--- src/sv/arwt_pkg.sv ---
// Shared types and constants for the address region watch table.
// No dependencies; every other file of the block but arwt_ram and arwt_queue uses this package.
`default_nettype none

package arwt_pkg;

  localparam int unsigned DEF_TABLE_DEPTH = 16;
  localparam int unsigned DEF_ADDR_WIDTH  = 32;
  localparam int unsigned NUM_TABLES      = 3;
  localparam int unsigned CFG_IDX_W       = 8;

  // configuration register indexes
  localparam logic [CFG_IDX_W-1:0] REG_MODULE_BASE  = CFG_IDX_W'(0);
  localparam logic [CFG_IDX_W-1:0] REG_MODULE_LIMIT = CFG_IDX_W'(1);

  typedef enum logic [1:0] {
    CMD_QUERY       = 2'd0,
    CMD_INS_ALLOC   = 2'd1,
    CMD_INS_SUSPECT = 2'd2,
    CMD_INS_GUARD   = 2'd3
  } cmd_e;

  typedef enum logic [1:0] {
    TBL_ALLOC   = 2'd0,
    TBL_SUSPECT = 2'd1,
    TBL_GUARD   = 2'd2
  } tbl_e;

  typedef enum logic [1:0] {
    ST_DONE = 2'd0,
    ST_DUP  = 2'd1,
    ST_FULL = 2'd2
  } status_e;

  // classified command, front to back
  typedef struct packed {
    logic is_query;
    tbl_e tbl;
    logic in_module;
  } arwt_op_t;

endpackage

`default_nettype wire

--- src/sv/arwt_if.sv ---
// Handshake channels of the address region watch table: input, result, config.
// Depends on arwt_pkg for default widths.
`default_nettype none

interface arwt_in_if #(
  parameter int unsigned AW = arwt_pkg::DEF_ADDR_WIDTH
) ();
  logic          valid;
  logic          ready;
  logic [1:0]    command;
  logic [AW-1:0] address;
  logic [AW-1:0] region_size;

  modport source (output valid, command, address, region_size, input ready);
  modport sink   (input valid, command, address, region_size, output ready);
endinterface

interface arwt_out_if ();
  logic       valid;
  logic       ready;
  logic       in_red_zone;
  logic       in_guard_page;
  logic [1:0] status;

  modport source (output valid, in_red_zone, in_guard_page, status, input ready);
  modport sink   (input valid, in_red_zone, in_guard_page, status, output ready);
endinterface

interface arwt_cfg_if #(
  parameter int unsigned AW = arwt_pkg::DEF_ADDR_WIDTH
) ();
  logic                           valid;
  logic                           ready;
  logic [arwt_pkg::CFG_IDX_W-1:0] index;
  logic [AW-1:0]                  data;

  modport source (output valid, index, data, input ready);
  modport sink   (input valid, index, data, output ready);
endinterface

`default_nettype wire

--- src/sv/arwt_ram.sv ---
// Generic single-write, single-read RAM with registered read data.
// No dependencies.
`default_nettype none

module arwt_ram #(
  parameter int unsigned WIDTH = 64,
  parameter int unsigned DEPTH = 16,
  localparam int unsigned IW   = (DEPTH > 1) ? $clog2(DEPTH) : 1
) (
  input  wire logic             clk_i,
  input  wire logic             we_i,
  input  wire logic [IW-1:0]    waddr_i,
  input  wire logic [WIDTH-1:0] wdata_i,
  input  wire logic [IW-1:0]    raddr_i,
  output logic      [WIDTH-1:0] rdata_o
);

  logic [WIDTH-1:0] mem_q [DEPTH];
  logic [WIDTH-1:0] rdata_q;

  always_ff @(posedge clk_i) begin
    if (we_i) begin
      mem_q[waddr_i] <= wdata_i;
    end
    rdata_q <= mem_q[raddr_i];
  end

  assign rdata_o = rdata_q;

endmodule

`default_nettype wire

--- src/sv/arwt_front.sv ---
// Front end: takes input words, holds the module bounds registers and
// classifies each command. Depends on arwt_pkg and arwt_if.
`default_nettype none

module arwt_front #(
  parameter int unsigned AW = arwt_pkg::DEF_ADDR_WIDTH
) (
  input  wire logic               clk_i,
  input  wire logic               rst_ni,
  arwt_in_if.sink                 in_i,
  arwt_cfg_if.sink                cfg_i,
  output logic                    push_valid_o,
  input  wire logic               push_ready_i,
  output arwt_pkg::arwt_op_t      op_o,
  output logic [AW-1:0]           addr_o,
  output logic [AW-1:0]           size_o
);
  import arwt_pkg::*;

  logic [AW-1:0] base_q, limit_q;
  cmd_e          cmd;

  assign cfg_i.ready = 1'b1;

  always_ff @(posedge clk_i or negedge rst_ni) begin
    if (!rst_ni) begin
      base_q  <= '0;
      limit_q <= '0;
    end else if (cfg_i.valid) begin
      if (cfg_i.index == REG_MODULE_BASE) begin
        base_q <= cfg_i.data;
      end else if (cfg_i.index == REG_MODULE_LIMIT) begin
        limit_q <= cfg_i.data;
      end
    end
  end

  assign cmd = cmd_e'(in_i.command);

  always_comb begin
    op_o.is_query  = 1'b0;
    op_o.tbl       = TBL_ALLOC;
    // bounds are exclusive on both sides
    op_o.in_module = (base_q < in_i.address) && (limit_q > in_i.address);
    unique case (cmd)
      CMD_QUERY: begin
        op_o.is_query = 1'b1;
      end
      CMD_INS_ALLOC:   op_o.tbl = TBL_ALLOC;
      CMD_INS_SUSPECT: op_o.tbl = TBL_SUSPECT;
      CMD_INS_GUARD:   op_o.tbl = TBL_GUARD;
      default:         op_o.tbl = TBL_ALLOC;
    endcase
  end

  assign push_valid_o = in_i.valid;
  assign in_i.ready   = push_ready_i;
  assign addr_o       = in_i.address;
  assign size_o       = in_i.region_size;

endmodule

`default_nettype wire

--- src/sv/arwt_queue.sv ---
// Two-entry queue between front and back so each side stalls on its own.
// No package dependencies.
`default_nettype none

module arwt_queue #(
  parameter int unsigned WIDTH = 8
) (
  input  wire logic             clk_i,
  input  wire logic             rst_ni,
  input  wire logic             push_valid_i,
  output logic                  push_ready_o,
  input  wire logic [WIDTH-1:0] push_data_i,
  output logic                  pop_valid_o,
  input  wire logic             pop_ready_i,
  output logic      [WIDTH-1:0] pop_data_o
);

  logic [WIDTH-1:0] slot_q [2];
  logic             wr_ptr_q, rd_ptr_q;
  logic [1:0]       cnt_q;
  logic             push, pop;

  assign push_ready_o = (cnt_q != 2'd2);
  assign pop_valid_o  = (cnt_q != 2'd0);
  assign pop_data_o   = slot_q[rd_ptr_q];
  assign push         = push_valid_i && push_ready_o;
  assign pop          = pop_valid_o && pop_ready_i;

  always_ff @(posedge clk_i) begin
    if (push) begin
      slot_q[wr_ptr_q] <= push_data_i;
    end
  end

  always_ff @(posedge clk_i or negedge rst_ni) begin
    if (!rst_ni) begin
      wr_ptr_q <= 1'b0;
      rd_ptr_q <= 1'b0;
      cnt_q    <= 2'd0;
    end else begin
      if (push) wr_ptr_q <= ~wr_ptr_q;
      if (pop)  rd_ptr_q <= ~rd_ptr_q;
      if (push && !pop) begin
        cnt_q <= cnt_q + 2'd1;
      end else if (pop && !push) begin
        cnt_q <= cnt_q - 2'd1;
      end
    end
  end

endmodule

`default_nettype wire

--- src/sv/arwt_back.sv ---
// Back end: scans the three region tables one entry per read, applies
// inserts and holds the result register. Depends on arwt_pkg, arwt_ram, arwt_if.
`default_nettype none

module arwt_back #(
  parameter int unsigned DEPTH = arwt_pkg::DEF_TABLE_DEPTH,
  parameter int unsigned AW    = arwt_pkg::DEF_ADDR_WIDTH
) (
  input  wire logic                clk_i,
  input  wire logic                rst_ni,
  input  wire logic                pop_valid_i,
  output logic                     pop_ready_o,
  input  wire arwt_pkg::arwt_op_t  op_i,
  input  wire logic [AW-1:0]       addr_i,
  input  wire logic [AW-1:0]       size_i,
  arwt_out_if.source               out_o
);
  import arwt_pkg::*;

  localparam int unsigned IW = (DEPTH > 1) ? $clog2(DEPTH) : 1;
  localparam int unsigned CW = $clog2(DEPTH + 1);
  localparam logic [CW-1:0] CNT_FULL = CW'(DEPTH);

  typedef enum logic [1:0] {
    S_IDLE,
    S_READ,
    S_CHECK,
    S_FINISH
  } state_e;

  state_e                          state_q;
  arwt_op_t                        op_q;
  logic [AW-1:0]                   addr_q, size_q;
  logic [CW-1:0]                   idx_q, lim_q;
  logic [NUM_TABLES-1:0][CW-1:0]   cnt_q;
  logic [NUM_TABLES-1:0]           hit_q;
  logic                            dup_q;
  logic                            out_valid_q, red_q, guard_q;
  status_e                         status_q;

  logic [NUM_TABLES-1:0][2*AW-1:0] rdata;
  logic [NUM_TABLES-1:0][AW-1:0]   ent_start, ent_size, ent_off;
  logic [NUM_TABLES-1:0]           ent_valid, hit_now, eq_now;
  logic                            pop, out_free, do_write, dup_sel, full_sel;
  logic [CW-1:0]                   cnt_pop, cnt_fin, cnt_max01, cnt_max, idx_nxt;
  logic [NUM_TABLES-1:0]           we;

  assign pop_ready_o = (state_q == S_IDLE);
  assign pop         = pop_valid_i && pop_ready_o;
  assign out_free    = !out_valid_q || out_o.ready;
  assign idx_nxt     = idx_q + CW'(1);

  for (genvar t = 0; t < NUM_TABLES; t++) begin : g_tbl
    arwt_ram #(
      .WIDTH (2 * AW),
      .DEPTH (DEPTH)
    ) u_ram (
      .clk_i   (clk_i),
      .we_i    (we[t]),
      .waddr_i (cnt_fin[IW-1:0]),
      .wdata_i ({addr_q, size_q}),
      .raddr_i (idx_q[IW-1:0]),
      .rdata_o (rdata[t])
    );

    // entries fill in order and never leave, so the fill count marks valid ones
    assign ent_start[t] = rdata[t][2*AW-1:AW];
    assign ent_size[t]  = rdata[t][AW-1:0];
    assign ent_off[t]   = addr_q - ent_start[t];
    assign ent_valid[t] = idx_q < cnt_q[t];
    assign hit_now[t]   = ent_valid[t] && (addr_q >= ent_start[t]) &&
                          (ent_off[t] <= ent_size[t]);
    assign eq_now[t]    = ent_valid[t] && (addr_q == ent_start[t]);
    assign we[t]        = do_write && (op_q.tbl == tbl_e'(2'(t)));
  end

  // scan length: longest table for a query, the chosen table for an insert
  assign cnt_max01 = (cnt_q[0] > cnt_q[1]) ? cnt_q[0] : cnt_q[1];
  assign cnt_max   = (cnt_max01 > cnt_q[2]) ? cnt_max01 : cnt_q[2];

  always_comb begin
    unique case (op_i.tbl)
      TBL_ALLOC:   cnt_pop = cnt_q[0];
      TBL_SUSPECT: cnt_pop = cnt_q[1];
      TBL_GUARD:   cnt_pop = cnt_q[2];
      default:     cnt_pop = '0;
    endcase
  end

  always_comb begin
    unique case (op_q.tbl)
      TBL_ALLOC: begin
        cnt_fin = cnt_q[0];
        dup_sel = eq_now[0];
      end
      TBL_SUSPECT: begin
        cnt_fin = cnt_q[1];
        dup_sel = eq_now[1];
      end
      TBL_GUARD: begin
        cnt_fin = cnt_q[2];
        dup_sel = eq_now[2];
      end
      default: begin
        cnt_fin = '0;
        dup_sel = 1'b0;
      end
    endcase
  end

  assign full_sel = (cnt_fin == CNT_FULL);
  assign do_write = (state_q == S_FINISH) && out_free && !op_q.is_query &&
                    !dup_q && !full_sel;

  always_ff @(posedge clk_i) begin
    if (pop) begin
      op_q   <= op_i;
      addr_q <= addr_i;
      size_q <= size_i;
      lim_q  <= op_i.is_query ? cnt_max : cnt_pop;
    end
  end

  always_ff @(posedge clk_i or negedge rst_ni) begin
    if (!rst_ni) begin
      state_q     <= S_IDLE;
      idx_q       <= '0;
      cnt_q       <= '0;
      hit_q       <= '0;
      dup_q       <= 1'b0;
      out_valid_q <= 1'b0;
      red_q       <= 1'b0;
      guard_q     <= 1'b0;
      status_q    <= ST_DONE;
    end else begin
      if (out_valid_q && out_o.ready) begin
        out_valid_q <= 1'b0;
      end
      unique case (state_q)
        S_IDLE: begin
          if (pop) begin
            idx_q   <= '0;
            hit_q   <= '0;
            dup_q   <= 1'b0;
            state_q <= ((op_i.is_query ? cnt_max : cnt_pop) == '0) ? S_FINISH : S_READ;
          end
        end
        S_READ: begin
          state_q <= S_CHECK;
        end
        S_CHECK: begin
          hit_q   <= hit_q | hit_now;
          dup_q   <= dup_q | dup_sel;
          idx_q   <= idx_nxt;
          state_q <= (idx_nxt == lim_q) ? S_FINISH : S_READ;
        end
        S_FINISH: begin
          if (out_free) begin
            out_valid_q <= 1'b1;
            if (op_q.is_query) begin
              red_q    <= op_q.in_module || hit_q[0] || hit_q[1];
              guard_q  <= hit_q[2];
              status_q <= ST_DONE;
            end else begin
              red_q   <= 1'b0;
              guard_q <= 1'b0;
              if (dup_q) begin
                status_q <= ST_DUP;
              end else if (full_sel) begin
                status_q <= ST_FULL;
              end else begin
                status_q <= ST_DONE;
              end
            end
            for (int t = 0; t < NUM_TABLES; t++) begin
              if (we[t]) begin
                cnt_q[t] <= cnt_q[t] + CW'(1);
              end
            end
            state_q <= S_IDLE;
          end
        end
        default: state_q <= S_IDLE;
      endcase
    end
  end

  assign out_o.valid         = out_valid_q;
  assign out_o.in_red_zone   = red_q;
  assign out_o.in_guard_page = guard_q;
  assign out_o.status        = status_q;

  a_cnt_bound: assert property (@(posedge clk_i) disable iff (!rst_ni)
    (cnt_q[0] <= CNT_FULL) && (cnt_q[1] <= CNT_FULL) && (cnt_q[2] <= CNT_FULL))
    else $error("table fill count past depth");

  a_cnt_only_at_finish: assert property (@(posedge clk_i) disable iff (!rst_ni)
    (state_q != S_FINISH) |=> $stable(cnt_q))
    else $error("fill count moved outside finish");

  a_result_from_finish: assert property (@(posedge clk_i) disable iff (!rst_ni)
    $rose(out_valid_q) |-> ($past(state_q) == S_FINISH))
    else $error("result raised without a finished scan");

  a_insert_no_flags: assert property (@(posedge clk_i) disable iff (!rst_ni)
    (out_valid_q && (status_q != ST_DONE)) |-> (!red_q && !guard_q))
    else $error("insert word reports hit flags");

endmodule

`default_nettype wire

--- src/sv/address_region_watch_table.sv ---
// Top level of the address region watch table: front, queue and back.
// Depends on arwt_pkg, arwt_if, arwt_front, arwt_queue, arwt_back, arwt_ram.
//
//   channel  dir  handshake      word
//   in_i     in   valid/ready    command, address, region_size
//   out_o    out  valid/ready    in_red_zone, in_guard_page, status
//   cfg_i    in   valid/ready    index, data (0 module_base, 1 module_limit)
//
// The back scans L entries per word, L being the fill count of the
// chosen table for an insert or the largest of the three for a query; the
// table RAM's registered read port gives each entry a read and a check state.
// Reset clears the fill counts and bounds; table contents need no clearing.
// A two-word queue sits behind the input, and the result register lets the
// back start the next scan while a result waits on out_o.
`default_nettype none

module address_region_watch_table #(
  parameter int unsigned TABLE_DEPTH = arwt_pkg::DEF_TABLE_DEPTH,
  parameter int unsigned ADDR_WIDTH  = arwt_pkg::DEF_ADDR_WIDTH
) (
  input  wire logic   clk_i,
  input  wire logic   rst_ni,
  arwt_in_if.sink     in_i,
  arwt_out_if.source  out_o,
  arwt_cfg_if.sink    cfg_i
);
  import arwt_pkg::*;

  localparam int unsigned QW = $bits(arwt_op_t) + 2 * ADDR_WIDTH;

  logic                  push_valid, push_ready, pop_valid, pop_ready;
  arwt_op_t              push_op, pop_op;
  logic [ADDR_WIDTH-1:0] push_addr, push_size, pop_addr, pop_size;
  logic [QW-1:0]         pop_data;

  arwt_front #(
    .AW (ADDR_WIDTH)
  ) u_front (
    .clk_i        (clk_i),
    .rst_ni       (rst_ni),
    .in_i         (in_i),
    .cfg_i        (cfg_i),
    .push_valid_o (push_valid),
    .push_ready_i (push_ready),
    .op_o         (push_op),
    .addr_o       (push_addr),
    .size_o       (push_size)
  );

  arwt_queue #(
    .WIDTH (QW)
  ) u_queue (
    .clk_i        (clk_i),
    .rst_ni       (rst_ni),
    .push_valid_i (push_valid),
    .push_ready_o (push_ready),
    .push_data_i  ({push_op, push_addr, push_size}),
    .pop_valid_o  (pop_valid),
    .pop_ready_i  (pop_ready),
    .pop_data_o   (pop_data)
  );

  assign {pop_op, pop_addr, pop_size} = pop_data;

  arwt_back #(
    .DEPTH (TABLE_DEPTH),
    .AW    (ADDR_WIDTH)
  ) u_back (
    .clk_i       (clk_i),
    .rst_ni      (rst_ni),
    .pop_valid_i (pop_valid),
    .pop_ready_o (pop_ready),
    .op_i        (pop_op),
    .addr_i      (pop_addr),
    .size_i      (pop_size),
    .out_o       (out_o)
  );

endmodule

`default_nettype wire

--- src/flat_wrapper.sv ---
// flat-port wrapper written by rule: the top's interface ports become plain ports
module address_region_watch_table_flat import arwt_pkg::*;
#(
  parameter int unsigned TABLE_DEPTH = arwt_pkg::DEF_TABLE_DEPTH,
  parameter int unsigned ADDR_WIDTH  = arwt_pkg::DEF_ADDR_WIDTH
)
  (clk_i, rst_ni, in_i_valid, in_i_command, in_i_address, in_i_region_size, in_i_ready, out_o_valid, out_o_in_red_zone, out_o_in_guard_page, out_o_status, out_o_ready, cfg_i_valid, cfg_i_index, cfg_i_data, cfg_i_ready);
  arwt_in_if #(.AW((DEF_ADDR_WIDTH))) in_i_i ();
  arwt_out_if out_o_i ();
  arwt_cfg_if #(.AW((DEF_ADDR_WIDTH))) cfg_i_i ();
  input  wire logic clk_i;
  input  wire logic rst_ni;
  input wire logic [$bits(in_i_i.valid)-1:0] in_i_valid;
  input wire logic [$bits(in_i_i.command)-1:0] in_i_command;
  input wire logic [$bits(in_i_i.address)-1:0] in_i_address;
  input wire logic [$bits(in_i_i.region_size)-1:0] in_i_region_size;
  output wire logic [$bits(in_i_i.ready)-1:0] in_i_ready;
  output wire logic [$bits(out_o_i.valid)-1:0] out_o_valid;
  output wire logic [$bits(out_o_i.in_red_zone)-1:0] out_o_in_red_zone;
  output wire logic [$bits(out_o_i.in_guard_page)-1:0] out_o_in_guard_page;
  output wire logic [$bits(out_o_i.status)-1:0] out_o_status;
  input wire logic [$bits(out_o_i.ready)-1:0] out_o_ready;
  input wire logic [$bits(cfg_i_i.valid)-1:0] cfg_i_valid;
  input wire logic [$bits(cfg_i_i.index)-1:0] cfg_i_index;
  input wire logic [$bits(cfg_i_i.data)-1:0] cfg_i_data;
  output wire logic [$bits(cfg_i_i.ready)-1:0] cfg_i_ready;
  assign in_i_i.valid = in_i_valid;
  assign in_i_i.command = in_i_command;
  assign in_i_i.address = in_i_address;
  assign in_i_i.region_size = in_i_region_size;
  assign in_i_ready = in_i_i.ready;
  assign out_o_valid = out_o_i.valid;
  assign out_o_in_red_zone = out_o_i.in_red_zone;
  assign out_o_in_guard_page = out_o_i.in_guard_page;
  assign out_o_status = out_o_i.status;
  assign out_o_i.ready = out_o_ready;
  assign cfg_i_i.valid = cfg_i_valid;
  assign cfg_i_i.index = cfg_i_index;
  assign cfg_i_i.data = cfg_i_data;
  assign cfg_i_ready = cfg_i_i.ready;
  address_region_watch_table #(.TABLE_DEPTH(TABLE_DEPTH), .ADDR_WIDTH(ADDR_WIDTH)) u_core (.clk_i(clk_i), .rst_ni(rst_ni), .in_i(in_i_i), .out_o(out_o_i), .cfg_i(cfg_i_i));
endmodule
--- config.mk ---
export PLATFORM = sky130hd
export DESIGN_NAME = address_region_watch_table_flat
export DESIGN_NICKNAME = d
export VERILOG_FILES = /design/src/sv/arwt_pkg.sv /design/src/sv/arwt_if.sv /design/src/sv/arwt_ram.sv /design/src/sv/arwt_front.sv /design/src/sv/arwt_queue.sv /design/src/sv/arwt_back.sv /design/src/sv/address_region_watch_table.sv /design/src/flat_wrapper.sv
export SDC_FILE = /design/constraint.sdc
export NUM_CORES = 2
export LEC_CHECK = 0
export BUFFER_PORTS_ARGS = -buffer_cell sky130_fd_sc_hd__buf_2
export CORE_MARGIN = 2
export CORE_UTILIZATION = 55
export CTS_BUF_LIST = sky130_fd_sc_hd__clkbuf_2 sky130_fd_sc_hd__clkbuf_4 sky130_fd_sc_hd__clkbuf_8
export CTS_CLUSTER_SIZE = 24
export DETAILED_ROUTE_END_ITERATION = 16
export GPL_ROUTABILITY_DRIVEN = 1
export PLACE_DENSITY = 0.75
export SYNTH_ARGS = -nofsm -noshare
export SYNTH_HDL_FRONTEND = slang
export SYNTH_SLANG_ARGS = --single-unit
--- constraint.sdc ---
create_clock -name clk_i -period 14.34 [get_ports clk_i]
set_input_delay 0.717 -clock clk_i [delete_from_list [all_inputs] [get_ports clk_i]]
set_output_delay 0.717 -clock clk_i [all_outputs]
set_load 0.02 [all_outputs]
# [After elaboration in Yosys (flattened, before gate mapping)]
# Memories as Yosys holds them, arrays and structs flattened. A register that Yosys moved wholly into a read port is not among the register bits.
# Cells that the tools add are included.
[totals] mem_bits_rw=3208 reg_bits=172 mem_count=4 input_bits=111 wordCells=156
[op_classes] n_reduce_logical=48 n_bitwise=5 magnitude_cmp=13 n_eq_ne=18 n_mux=37 n_addsub=9
[memory_table] memory="u_core.u_back.g_tbl[0].u_ram.mem_q" depth=16 width=64 rd=1 rd_ports_with_merged_regs=1 wr=1 line="arwt_ram.sv:18" text="logic [WIDTH-1:0] mem_q [DEPTH];"
[memory_table] memory="u_core.u_back.g_tbl[1].u_ram.mem_q" depth=16 width=64 rd=1 rd_ports_with_merged_regs=1 wr=1 line="arwt_ram.sv:18"
[memory_table] memory="u_core.u_back.g_tbl[2].u_ram.mem_q" depth=16 width=64 rd=1 rd_ports_with_merged_regs=1 wr=1 line="arwt_ram.sv:18"
[memory_table] memory="u_core.u_queue.slot_q" depth=2 width=68 rd=1 rd_ports_with_merged_regs=0 wr=1 line="arwt_queue.sv:18" text="logic [WIDTH-1:0] slot_q [2];"
[op_table] op="32-bit equality test" n=3
[op_table] op="32-bit >= comparator" n=3
[op_table] op="32-bit <= comparator" n=3
[op_table] op="32-bit subtractor" n=3
[op_table] op="32-bit > comparator" n=1
[op_table] op="32-bit < comparator" n=1
[op_table] op="5-bit one-hot mux with 3 select lines" n=2
[op_table] op="1-bit logical AND" n=22
[op_table] op="5-bit by 1-bit adder with 5-bit output, second input constant" n=4
[op_table] op="5-bit 2-to-1 mux" n=4
[op_table] op="2-bit 2-to-1 mux" n=9
[op_table] op="5-bit < comparator" n=3
[op_table] op="1-bit 2-to-1 mux" n=15
[op_table] op="2-bit equality test, second input constant" n=6
[op_table] op="3-bit AND reduction" n=4
[op_table] op="5-bit > comparator" n=2
[op_table] op="5-bit one-hot mux with 2 select lines" n=1
[op_table] op="8-bit by 1-bit equality test with 1-bit output, second input constant" n=1
[op_table] op="2-bit logical NOT" n=4
[op_table] op="8-bit logical NOT" n=1
[op_table] op="2-bit one-hot mux with 4 select lines" n=1
[op_table] op="2-bit AND reduction" n=4
[op_table] op="2-bit by 1-bit equality test with 1-bit output, second input constant" n=3
[op_table] op="1-bit logical NOT" n=6
[op_table] op="other kinds (17)" n=24

# [Longest topological paths before layout]
[depth] ltp_word=9 mapped_depth=22 ltp_nobuf=22

# [Hierarchy]
# A second synthesis with hierarchy kept.
[hier_totals] cells_unflattened=6982 hier_area_um2=140340.8
[by_module_without_submodules] module="arwt_ram" n_inst=3 cells_per_inst=1647 area_per_inst_um2=39581.7
[by_module_without_submodules] module="arwt_back" n_inst=1 cells_per_inst=1411 area_per_inst_um2=12015.3
[by_module_without_submodules] module="arwt_queue" n_inst=1 cells_per_inst=230 area_per_inst_um2=5143.7
[by_module_without_submodules] module="arwt_front" n_inst=1 cells_per_inst=400 area_per_inst_um2=4436.8

# [Least setup slack after synthesis]
# No wires, ideal clock.
[synth_path] kind="input to register" startpoint="input out_o_ready" endpoint="memory u_core.u_back.g_tbl[2].u_ram.mem_q[11][0] (enable)" path_buffers=1 setup_ns=0.565 setup_slack_ns=7.411 path_stages=8 t_arrival_ns=6.364 path_cell_list="nand2b_1 nand3_1 or3_1 nor2_1 nand2_1 a21o_1 buf_2 nor3_1"
[synth_between] elab_chain_cells=8
[synth_rtl] element="from (decl)" line="flat_wrapper.sv:22" text="input wire logic [$bits(out_o_i.ready)-1:0] out_o_ready;"
[synth_rtl] element="1-bit logical OR" line="arwt_back.sv:50" text="assign out_free = !out_valid_q || out_o.ready;"
[synth_rtl] element="1-bit logical AND (3 in a row)" line="arwt_back.sv:112" text="assign do_write = (state_q == S_FINISH) && out_free && !op_q.is_query &&"
[synth_rtl] element="1-bit logical AND" line="arwt_back.sv:113" text="!dup_q && !full_sel;"
[synth_rtl] element="1-bit logical AND" line="arwt_back.sv:74" text="assign we[t] = do_write && (op_q.tbl == tbl_e'(2'(t)));"
[synth_rtl] element="1-bit 2-to-1 mux" line="arwt_ram.sv:22" text="if (we_i) begin"
[synth_rtl] element="1-bit 2-to-1 mux (implied by the code)" line="arwt_ram.sv:23" text="mem_q[waddr_i] <= wdata_i;"
[synth_rtl] element="to (decl)" line="arwt_ram.sv:18"
# No other way between the ends.

# [Worst setup path in the final report]
[layout_path] startpoint="register u_core.u_back.addr_q[0]" endpoint="register u_core.u_back.hit_q[1]"
[layout_between] elab_chain_cells=5 word_cells_on_any_way=7 cone_classes="add/sub (1); order compare (2); mux (1); bitwise (1); reduce/logical (2)"
[layout_rtl] element="from (decl)" line="arwt_back.sv:33" text="logic [AW-1:0] addr_q, size_q;"
[layout_rtl] element="from (signal assigned)" line="arwt_back.sv:118" text="addr_q <= addr_i;"
[layout_rtl] element="32-bit subtractor / 32-bit >= comparator (equally long branches)" line="arwt_back.sv:69, arwt_back.sv:71"
[layout_rtl] element="32-bit <= comparator / 1-bit logical AND (equally long branches)" line="arwt_back.sv:72, arwt_back.sv:71"
[layout_rtl] element="1-bit logical AND (*)" line="arwt_back.sv:71" text="assign hit_now[t] = ent_valid[t] && (addr_q >= ent_start[t]) &&"
[layout_rtl] element="3-bit bitwise OR (*)" line="arwt_back.sv:152" text="hit_q <= hit_q | hit_now;"
[layout_rtl] element="3-bit one-hot mux with 2 select lines (*)" line="arwt_back.sv:139" text="unique case (state_q)"
[layout_rtl] element="to (signal assigned)" line="arwt_back.sv:152"
[layout_rtl] element="to (decl)" line="arwt_back.sv:36" text="logic [NUM_TABLES-1:0] hit_q;"
# Every way passes the cells marked *; elsewhere a longest branch is shown, timed or not.
# A chain may end at the register's enable or synchronous reset.

==> run_results.csv <==
group,metric,value,unit
synth,synth.yosys.seq_area_share,0.739,
layout,fin_cells,12500,
synth,yosys.area_share.xor_xnor,0.00667,
synth,synth_enable_flop_cells,3281,
power_and_ir_drop,leakage,55.1,nW
timing,timing.final.max_slew_violations,0,
timing,grt_setup_unrepaired,"false",
power_and_ir_drop,vdd.ir_drop.worst,0.195,mV
placed_design,place_hpwl,224,mm
clocking,clock_path_buffers,4,
clocking,clkLatencyLatePin,1170,ps
drt,wl_per_cell,31.7,µm
timing,final_critical_path_required_period,5670,ps
floorplanning,design.die.area,0.262,mm²
synth,synth_cells,7950,
layout,regArea,0.105,mm²
floorplanning,std_cell_rows,186,
synth,synth-warning-count,0,
synth,avgSynthCellArea,17.8,µm²
floorplanning,fp.dieH,512,µm
clocking,clock_sinks,3572,
synth,synth_area_leaders,"sky130_fd_sc_hd__edfxtp_1 (69%), sky130_fd_sc_hd__mux4_2 (6.1%), sky130_fd_sc_hd__mux2i_1 (4.1%)",
timing,timing_worst_slew_pin_value,1260,ps
synth,synth_fa_ha_area_frac,0.0253,
drt,drt_wl_total,396,mm
synth,synth_mux_area_frac,0.128,
min_path,hold_class,"in2async",
synth,yosys_register_bits,3572,
floorplanning,core_region_area,0.257,mm²
power_and_ir_drop,pwr_density_cell,200,mW/mm²
drt,drt_first_iter_violations,10500,
synth,combinational_family_with_the_most_area_after_synthesis,"multiplexers",
synth,synth_top_flop_cell,"sky130_fd_sc_hd__edfxtp_1",
synth,synth_top_cell_by_area,"sky130_fd_sc_hd__edfxtp_1",
timing,maxClockFrequency,0.176,GHz
clocking,cts-buffers-inserted,573,
placed_design,place.port_buffers,116,
layout,drive_above_1_share,0.232,
clocking,post_cts_buffers,0,
layout,layout.cells.most_common,"sky130_fd_sc_hd__edfxtp_1",
clocking,clk_pin_slew_worst_paths,70,ps
layout,multiInputGateArea,0.0350,mm²
timing,totalNegativeSetupSlack,0,ps
global_routing,grt_usage,0.298,
placed_design,gp_congestion,0.957,
setup_path,critical_path.startpoint_type,"register",
layout,layout.nets,9008,
floorplanning,initial_core_util,0.553,
power_and_ir_drop,p_total,32.0,mW
timing,fin_crit_sh,0.396,
placed_design,placedInstanceArea,0.148,mm²
layout,layout.core_utilization,0.624,
layout,most-common-layout-cells,"sky130_fd_sc_hd__edfxtp_1 (3,281), sky130_fd_sc_hd__clkbuf_8 (637), sky130_fd_sc_hd__mux2i_1 (586)",
drt,post_drt_via_cell_ratio,6.43,
floorplanning,io_pins,118,
synth,synth.net_count,8346,
global_routing,grt_remaining_overflow,0,
setup_path,crit_path_end_kind,"register",
setup_path,crit_path_max_fanout,49,
drt,drt-pass1-iter-count,6,
clocking,cell_at_the_root_of_the_clock_tree,"sky130_fd_sc_hd__clkbuf_8",
floorplanning,die_x,512,µm
setup_path,worst-endpoint-required,15350,ps
synth,netlist-cell-type-count,80,
synth,synthesized_area_fraction_occupied_by_ao_oa_aoi_and_oai_cells,0.0637,
synth,mappedNetlistArea,0.142,mm²
layout,number_of_fillers_in_the_final_layout,17500,
clocking,htreeDepth,6,
global_routing,antenna_found_initial,25,
drt,ant_nets,0,
timing,clock-skew-final,98.8,ps
clocking,cts_tree,"yes",
outcome,status,"finished clean",
global_routing,maximum_number_of_pins_on_one_net_before_global_route_repair,143,
synth,ys_async_sr_fraction,0.0277,
setup_path,worst_ep_arrival_time,6690,ps
drt,vias,80100,
global_routing,first_pass_grt_wire_length,558,mm
global_routing,via_count_of_the_first_global_routing_pass,80000,
timing,hold_violations,0,
setup_path,crit_type,"reg2reg",
synth,yosys.area.top_type_share,0.694,
drt,drc,0,
layout,syn2layout_area_growth,12.9,%
layout,total_non_filler_cell_area_in_the_finished_layout,0.160,mm²
synth,synth_simple_gate_area_share,0.0205,
placed_design,place.detailed.instances,11300,
flow_run,max_cap_violations,0,
timing,setup_viol,0,
timing,relSlewSlack,0.161,
layout make-up:
class,instances,area share
Clock buffer,874,0.0658
Multi-Input combinational cell,3740,0.218
Timing Repair Buffer,440,0.0211
Inverter,285,0.00669
Clock inverter,157,0.00695
Tap cell,3384,0.0264
Sequential cell,3572,0.654
Antenna cell,15,0.000234
critical path: stages (launching register included):
cell and delay, ps:
sky130_fd_sc_hd__edfxtp_1 340, sky130_fd_sc_hd__buf_4 380, sky130_fd_sc_hd__inv_1 160, sky130_fd_sc_hd__ha_1 260, sky130_fd_sc_hd__fa_1 410, sky130_fd_sc_hd__nor2b_1 170, sky130_fd_sc_hd__o2111ai_1 170, sky130_fd_sc_hd__a31oi_1 590
sky130_fd_sc_hd__a211oi_2 330, sky130_fd_sc_hd__o221ai_1 280, sky130_fd_sc_hd__a21oi_2 120, sky130_fd_sc_hd__o31a_1 360, sky130_fd_sc_hd__o21ai_1 170, sky130_fd_sc_hd__xnor2_1 90, sky130_fd_sc_hd__ha_1 300, sky130_fd_sc_hd__nand4_1 120
sky130_fd_sc_hd__nor4_1 400, sky130_fd_sc_hd__o21ai_0 190, sky130_fd_sc_hd__a32oi_1 360, sky130_fd_sc_hd__nor2_1 70, sky130_fd_sc_hd__a22o_1 200
repair_timing:
action	in CTS	in global routing
hold buffers	101	0
gates resized for setup	0	0
hold endpoints to repair	230	0
Yosys cell counts, types with 19 or more instances:
cell type                  number
sky130_fd_sc_hd__a21oi_1      319
sky130_fd_sc_hd__nor2_1       111
sky130_fd_sc_hd__buf_2         19
sky130_fd_sc_hd__mux2i_1      586
sky130_fd_sc_hd__xor2_1        21
sky130_fd_sc_hd__nand3_1       36
sky130_fd_sc_hd__o21ai_0      467
sky130_fd_sc_hd__inv_1        285
sky130_fd_sc_hd__nand2b_1      21
sky130_fd_sc_hd__edfxtp_1    3281
sky130_fd_sc_hd__dfxtp_1      192
sky130_fd_sc_hd__dfrtp_1       99
sky130_fd_sc_hd__ha_1         282
sky130_fd_sc_hd__nor3_1        28
sky130_fd_sc_hd__a22oi_1      195
sky130_fd_sc_hd__clkbuf_1     255
sky130_fd_sc_hd__nand2_1      302
sky130_fd_sc_hd__a221oi_1     195
sky130_fd_sc_hd__nor2b_1       24
sky130_fd_sc_hd__nand4_1       54
sky130_fd_sc_hd__buf_1         77
sky130_fd_sc_hd__o21a_1        22
sky130_fd_sc_hd__mux2_2       322
sky130_fd_sc_hd__a21o_1       109
sky130_fd_sc_hd__xnor2_1       87
sky130_fd_sc_hd__mux4_2       384
kinds of logic (layout without fill, tap and decap cells):
family                     after synthesis  count (layout)
buffers and inverters                  638            1756
and+or+nand+nor                        637             637
AOI/OAI and AO/OA                     1417            1417
adders and majority gates              285             285
other                                    1              16
xor gates and xnor gates               108             108
muxes                                 1292            1292
DFF                                   3572            3572
path summary, 6_finish.rpt:
path / start / to / slack [ps] / cells past startpoint
setup / recovery: u_core.u_back.addr_q[0]$_DFFE_PP_ / u_core.u_back.hit_q[1]$_DFFE_PN0P_ / 8670 / 20
hold / removal: rst_ni / u_core.u_back.hit_q[1]$_DFFE_PN0P_ / 150 / 2
setup reg to reg: u_core.u_back.addr_q[0]$_DFFE_PP_ / u_core.u_back.hit_q[1]$_DFFE_PN0P_ / 8670 / 20
hold reg to reg: u_core.u_back.out_o.in_guard_page$_DFFE_PN0P_ / u_core.u_back.out_o.in_guard_page$_DFFE_PN0P_ / 490 / 2
max in group asynchronous: rst_ni / u_core.u_queue.rd_ptr_q$_DFFE_PN0P_ / 12760 / 3
min in group clk_i: out_o_ready / u_core.u_back.out_o.valid$_DFF_PN0_ / 230 / 3
layer usage:
layer	share of wire	vias to the layer above	routed length [µm]	track usage
met5	0.00027	-	108	0
met1	0.38	41100	150000	0.403
met4	0.048	18	19200	0.140
met3	0.10	930	41400	0.0628
met2	0.47	4889	185000	0.466
li1	-	33200	-	-
registers in the layout, summed over array words and instances, names as in the netlist, 2 cells and up:
register,cells
u_core.u_back.g_tbl.u_ram.mem_q,3072
u_core.u_back.g_tbl.u_ram.rdata_o,192
u_core.u_queue.slot_q,136
u_core.u_back.addr_q,32
u_core.u_back.size_q,32
u_core.u_front.base_q,32
u_core.u_front.limit_q,32
u_core.u_back.cnt_q,15
u_core.u_back.idx_q,5
u_core.u_back.lim_q,5
u_core.u_back.op_q,4
u_core.u_back.hit_q,3
u_core.u_back.out_o.status,2
u_core.u_back.state_q,2
u_core.u_queue.cnt_q,2
where the power goes:
group          leakage (nW)  internal [mW]  switching, mW
clock network          6.20           4.88           3.97
registers              32.5           13.1          0.448
logic                  16.4           3.58           6.06
total                  55.1           21.5           10.5
stage by stage:
stage | hold WS [ps] | setup slack [ps]
floorplan | 421 | 7410
global placement | 478 | 8750
detailed placement | 478 | 8810
CTS | 85.5 | 8760
global route | 142 | 8380
finish | 149 | 8670
No activity file was read; power rests on OpenSTA's default activity.
